### config.mk
export PLATFORM = sky130hd
export DESIGN_NAME = rpa_dot3
export DESIGN_NICKNAME = d
export VERILOG_FILES = /design/src/hdl/rpa_dot3.sv
export SDC_FILE = /design/constraint.sdc
export NUM_CORES = 2
export LEC_CHECK = 0
export ABC_AREA = 1
export BUFFER_PORTS_ARGS = -buffer_cell sky130_fd_sc_hd__buf_2
export CAP_MARGIN = 15
export CORE_MARGIN = 2
export CORE_UTILIZATION = 40
export DETAILED_ROUTE_END_ITERATION = 10
export PLACE_DENSITY = 0.66
export SLEW_MARGIN = 40
export SYNTH_ARGS = -nofsm -noshare
export SYNTH_HDL_FRONTEND = slang
export SYNTH_SLANG_ARGS = --single-unit
export TNS_END_PERCENT = 100
### constraint.sdc
create_clock -name aclk -period 8 [get_ports aclk]
set_input_delay 1.6 -clock aclk [delete_from_list [all_inputs] [get_ports aclk]]
set_output_delay 1.6 -clock aclk [all_outputs]
set_load 0.02 [all_outputs]
### src/hdl/rpa_dot3.sv
`timescale 1ns / 1ps
`default_nettype none
// Registered three-term dot product, optional negate, then round to nearest
// (ties up) by FRAC_BITS and saturate to OUT_WIDTH. Two register stages.
module rpa_dot3 #(
    parameter int A_WIDTH   = 16,
    parameter int B_WIDTH   = 24,
    parameter int OUT_WIDTH = 24,
    parameter int FRAC_BITS = 14,
    parameter bit NEGATE    = 1'b0
) (
    input  wire                          aclk,
    input  wire                          en0,
    input  wire                          en1,
    input  wire signed [A_WIDTH-1:0]     a0,
    input  wire signed [A_WIDTH-1:0]     a1,
    input  wire signed [A_WIDTH-1:0]     a2,
    input  wire signed [B_WIDTH-1:0]     b0,
    input  wire signed [B_WIDTH-1:0]     b1,
    input  wire signed [B_WIDTH-1:0]     b2,
    output logic signed [OUT_WIDTH-1:0]  y
);
    localparam int PW = A_WIDTH + B_WIDTH;
    localparam int SW = PW + 3;
    localparam int RW = SW - FRAC_BITS;
    // output range limits, widened to the rounded sum
    localparam logic signed [RW-1:0] SAT_HI = RW'({(OUT_WIDTH-1){1'b1}});
    localparam logic signed [RW-1:0] SAT_LO = ~SAT_HI;

    logic signed [PW-1:0] p0_reg, p1_reg, p2_reg;
    logic signed [SW-1:0] sum;
    logic signed [RW-1:0] rnd;
    logic signed [OUT_WIDTH-1:0] sat_next;

    always_ff @(posedge aclk) begin
        if (en0) begin
            p0_reg <= a0 * b0;
            p1_reg <= a1 * b1;
            p2_reg <= a2 * b2;
        end
    end

    always_comb begin
        sum = SW'(p0_reg) + SW'(p1_reg) + SW'(p2_reg);
        if (NEGATE) sum = -sum;
        sum = sum + (SW'(1) <<< (FRAC_BITS - 1));
        rnd = RW'(sum >>> FRAC_BITS);
        if (rnd > SAT_HI)
            sat_next = SAT_HI[OUT_WIDTH-1:0];
        else if (rnd < SAT_LO)
            sat_next = SAT_LO[OUT_WIDTH-1:0];
        else
            sat_next = OUT_WIDTH'(rnd);
    end

    always_ff @(posedge aclk) begin
        if (en1) y <= sat_next;
    end
endmodule
`default_nettype wire

# Word-level counts from Yosys, hierarchy flattened
# Cells that the tools add are included.
[word_totals]
out_inout_bits = 24
register_bits = 144
in_bits = 123
[op_classes]
n_mul = 3
addsub = 3
n_lt_le_gt_ge = 2
mux = 1
[ops]
columns = ["cell", "n"]
rows = [
  ["$mul A16 B24 Y40", 3],
  ["$add A42 B15 Y43 const B", 1],
  ["$add A41 B40 Y42", 1],
  ["$add A40 B40 Y41", 1],
  ["$gt A29 B24 Y1 const B", 1],
  ["$lt A29 B24 Y1 const B", 1],
  ["$mux W24", 1],
]

# Depth between registers and ports, before layout
[depth]
ltp_word = 5
ltp_mapped = 28
mapped_depth_nobuf = 26

# Worst setup path before layout
# OpenSTA, ideal clock, no wires.
[synth_path]
path_type = "in2reg"
from = "input port b0[14]"
to = "register p0_reg[34], data pin"
cell_stages = 24
setup_ns = 0.259
t_arrival_ns = 6.827
path_slack_ns = 0.914
path_cell_list = "clkbuf_1 > clkbuf_1 > nand2_1 > fa_1 > inv_1 > fa_1 > inv_1 > fa_1 > inv_1 > fa_1 > fa_1 > inv_1 > fa_1 > inv_1 > ha_1 > a21oi_1 > o21ai_0 > a21oi_1 > nand2_1 > a21oi_1 > o21ai_0 > nand2_1 > nand2_1 > xor2_1"
[synth_between]
elab_chain_cells = 1
[synth_rtl]
columns = ["item", "line", "rtl"]
rows = [
  ["start: declaration", "18", "input wire signed [B_WIDTH-1:0] b0,"],
  ["$mul A16 B24 Y40", "37", "p0_reg <= a0 * b0;"],
  ["end signal: assignment", "37", ""],
  ["end: declaration", "30", "logic signed [PW-1:0] p0_reg, p1_reg, p2_reg;"],
]
# No other way between the ends.
# A chain may end at the register's enable or synchronous reset.

# Worst setup path after layout
[layout_path]
from = "input port b0[23]"
to = "register p0_reg[39], data pin"
# Same word-level chain as after synthesis.

==> flow_summary_export.csv <==
group,metric,value,unit
detailed_routing,totalWireLength,130000,um
synth,synth.most_common_cell,"inv_1",
detailed_routing,wl_per_cell,16.0,um
global_route,overflow,0,
synth,ys_seq_elements,144,
synth,netlist_area,51800,um^2
clocking,cts-htree-levels,4,
synth,synth_area_leaders,"fa_1 45%, inv_1 14%, nand2_1 12%",
setup_path,cp-end-kind,"flop",
floorplan,start_util,0.401,
finish,drive_gt1_frac,0.0379,
clocking,clock-sinks,144,
sta,finClkSkew,18.0,ps
floorplan,coreArea,129000,um^2
sta,rsz0062_at_grt,"no",
clocking,cts_buffers,17,
setup_path,crit_path_start,"b0[23]",
sta,setup_violations,0,
synth,yosysTopAreaCell,"fa_1",
synth,syn_nets,8065,
sta,fin_crit_sh,0.946,
finish,area.growth.synth_to_final,5.34,%
global_route,antenna_found_initial,2,
global_route,grt_pass1_vias,41600,
detailed_routing,vias,38800,
finish,stdcell_count,8122,
synth,synth_edf_count,144,
global_route,grt_first_pass_wirelength,217000,um
clocking,post_cts_buffers,0,
floorplan,io_pins,147,
sta,maxSlewViolCount,0,
floorplan,dieArea,132000,um^2
place,portBuffers,146,
finish,post-route-util,0.423,
clocking,cts_tree,"built",
synth,ys_types,45,
detailed_routing,drtIter0Drc,2658,
hold_path,worstHoldPathType,"reg2reg",
setup_path,crit_path_max_fanout,16,
sta,tightest_slew,795,ps
setup_path,rr_endpoint,"y[11]",
setup_path,ff2ff_path_depth,18,
place,placed_cells_incl_taps,8089,
clocking,cts-root-buf,"clkbuf_16",
clocking,clk_latency,450,ps
synth,synth_async_sr_flop_share,0,
setup_path,rrSetupSlack,4320,ps
synth,ys_dominant_reg_cell,"edfxtp_1",
run_status,status,"finished, final reports clean",
global_route,grt_usage,0.206,
finish,nets,8023,
setup_path,start_kind,"input port",
place,dp_hpwl,112000,um
hold_path,min_from,"p2_reg[13]",
clocking,clockBufferDepth,2,
detailed_routing,vias_per_cell,4.78,
finish,fin_area,54500,um^2
detailed_routing,firstDrtPassIters,6,
sta,fin_crit,7570,ps
setup_path,r2r_start,"p1_reg[36]",
sta,fmax,132,MHz
clocking,clk_pin_slew_worst_paths,70,ps
finish,fillerInstances,13000,
detailed_routing,drc,0,
place,dpl_cell_area,54000,um^2
hold_path,holdPathEnd,"y[0]",
sta,maxSlewHeadroom,0.469,
setup_path,cp.arrival,7770,ps
floorplan,die-height,364,um
sta,finalSetupTns,0,ps
synth,ys_warn_count,0,
setup_path,cp.required,8190,ps
synth,synth_commonest_cells,"1987 x inv_1, 1615 x nand2_1, 1161 x fa_1",
synth,synth_top_area_frac,0.449,
detailed_routing,detail-route-antenna-nets,0,
job,maxCapViolCount,0,
hold_path,min_path_cells,5,
synth,synth.avg_cell_area,8.08,um^2
synth,synth_seq_area_share,0.0835,
global_route,grt_max_degree,80,
place,gp_congestion,0.924,
floorplan,fp.dieW,364,um
sta,final-hold-violation-count,0,
setup_path,criticalPathCategory,"in2reg",
synth,syn_inst,6408,
floorplan,rows,132,
-- timing repair --
action	in CTS	in global routing
setup endpoints to repair	0	1
hold buffers	0	0
gates resized for setup	0	1
-- through the flow --
step / hold slack (ps) / setup WS (ps)
final: 1260 / 428
after global routing: 1370 / 126
after CTS: 1270 / 466
after detailed placement: 1250 / 10.9
after global placement: 1260 / -141
after floorplan: 997 / 914
-- routing by layer --
| layer | vias up | share of wire | track usage |
|---|---|---|---|
| met2 | 1148 | 0.48 | 0.350 |
| met3 | 137 | 0.054 | 0.0165 |
| li1 | 18100 | - | - |
| met5 | - | 0.00014 | 0 |
| met1 | 19400 | 0.45 | 0.291 |
| met4 | 2 | 0.015 | 0.0339 |
-- kinds of logic (layout without fill, tap and decap cells) --
group	after synthesis	count (layout)	synth area share
xor+xnor	156	156	0.0264
compound gates	345	345	0.0376
fa+ha+maj	1534	1534	0.539
other cells	0	1	0
buf+inv	2219	2190	0.161
simple gates	2010	2010	0.152
flops	144	144	0.0835
-- placed cells by master, fill, tap and decap left out, types with 13 or more instances in the layout --
master and instances:
buf_2 145, xnor2_1 47, nand2_1 1615, nand3_1 58, a21o_1 18, fa_1 1161
o21bai_1 16, buf_4 22, o21ai_0 91, clkbuf_16 17, xor2_1 109, a21oi_1 161
a31oi_1 22, ha_1 373, nor2_1 247, inv_1 1986, edfxtp_1 144, nand4_1 26
nor3_1 19, or2_2 13
-- cell type report --
type | instances | area (um^2) | share of cell area
clock buffer | 18 | 429 | 0.00787
timing repair buffer | 168 | 902 | 0.0165
clock inverter | 14 | 134 | 0.00245
inverter | 1990 | 7470 | 0.137
tap | 1742 | 2180 | 0.0400
antenna | 1 | 2.50 | 0.0000459
multi-input combinational | 4045 | 39100 | 0.717
sequential | 144 | 4320 | 0.0793
-- critical path, cell delays in order --
cell and delay (ps):
buf_2 280, nand2_1 160, inv_1 140, fa_1 500
fa_1 860, inv_1 170, fa_1 520, fa_1 570
fa_1 430, fa_1 490, inv_1 40, ha_1 320
nand2_1 170, inv_1 70, a21oi_1 280, nor2_1 70
a2111oi_1 640, nand4_1 250, xnor2_1 190
-- worst max-delay path by stage --
| stage | to | slack [ps] | depth (start not counted) |
|---|---|---|---|
| 6_report | p0_reg[39] | 430 | 19 |
| 5_1_grt | p1_reg[39] | 130 | 21 |
| 4_1_cts | p0_reg[39] | 470 | 19 |
| 3_5_place_dp | p0_reg[39] | 10 | 19 |
| 3_3_place_gp | p0_reg[39] | -140 | 19 |
| 2_1_floorplan | p0_reg[34] | 910 | 24 |
Power is not shown: default switching activity piles up to over one toggle a cycle in this logic, so the estimate is an artifact.
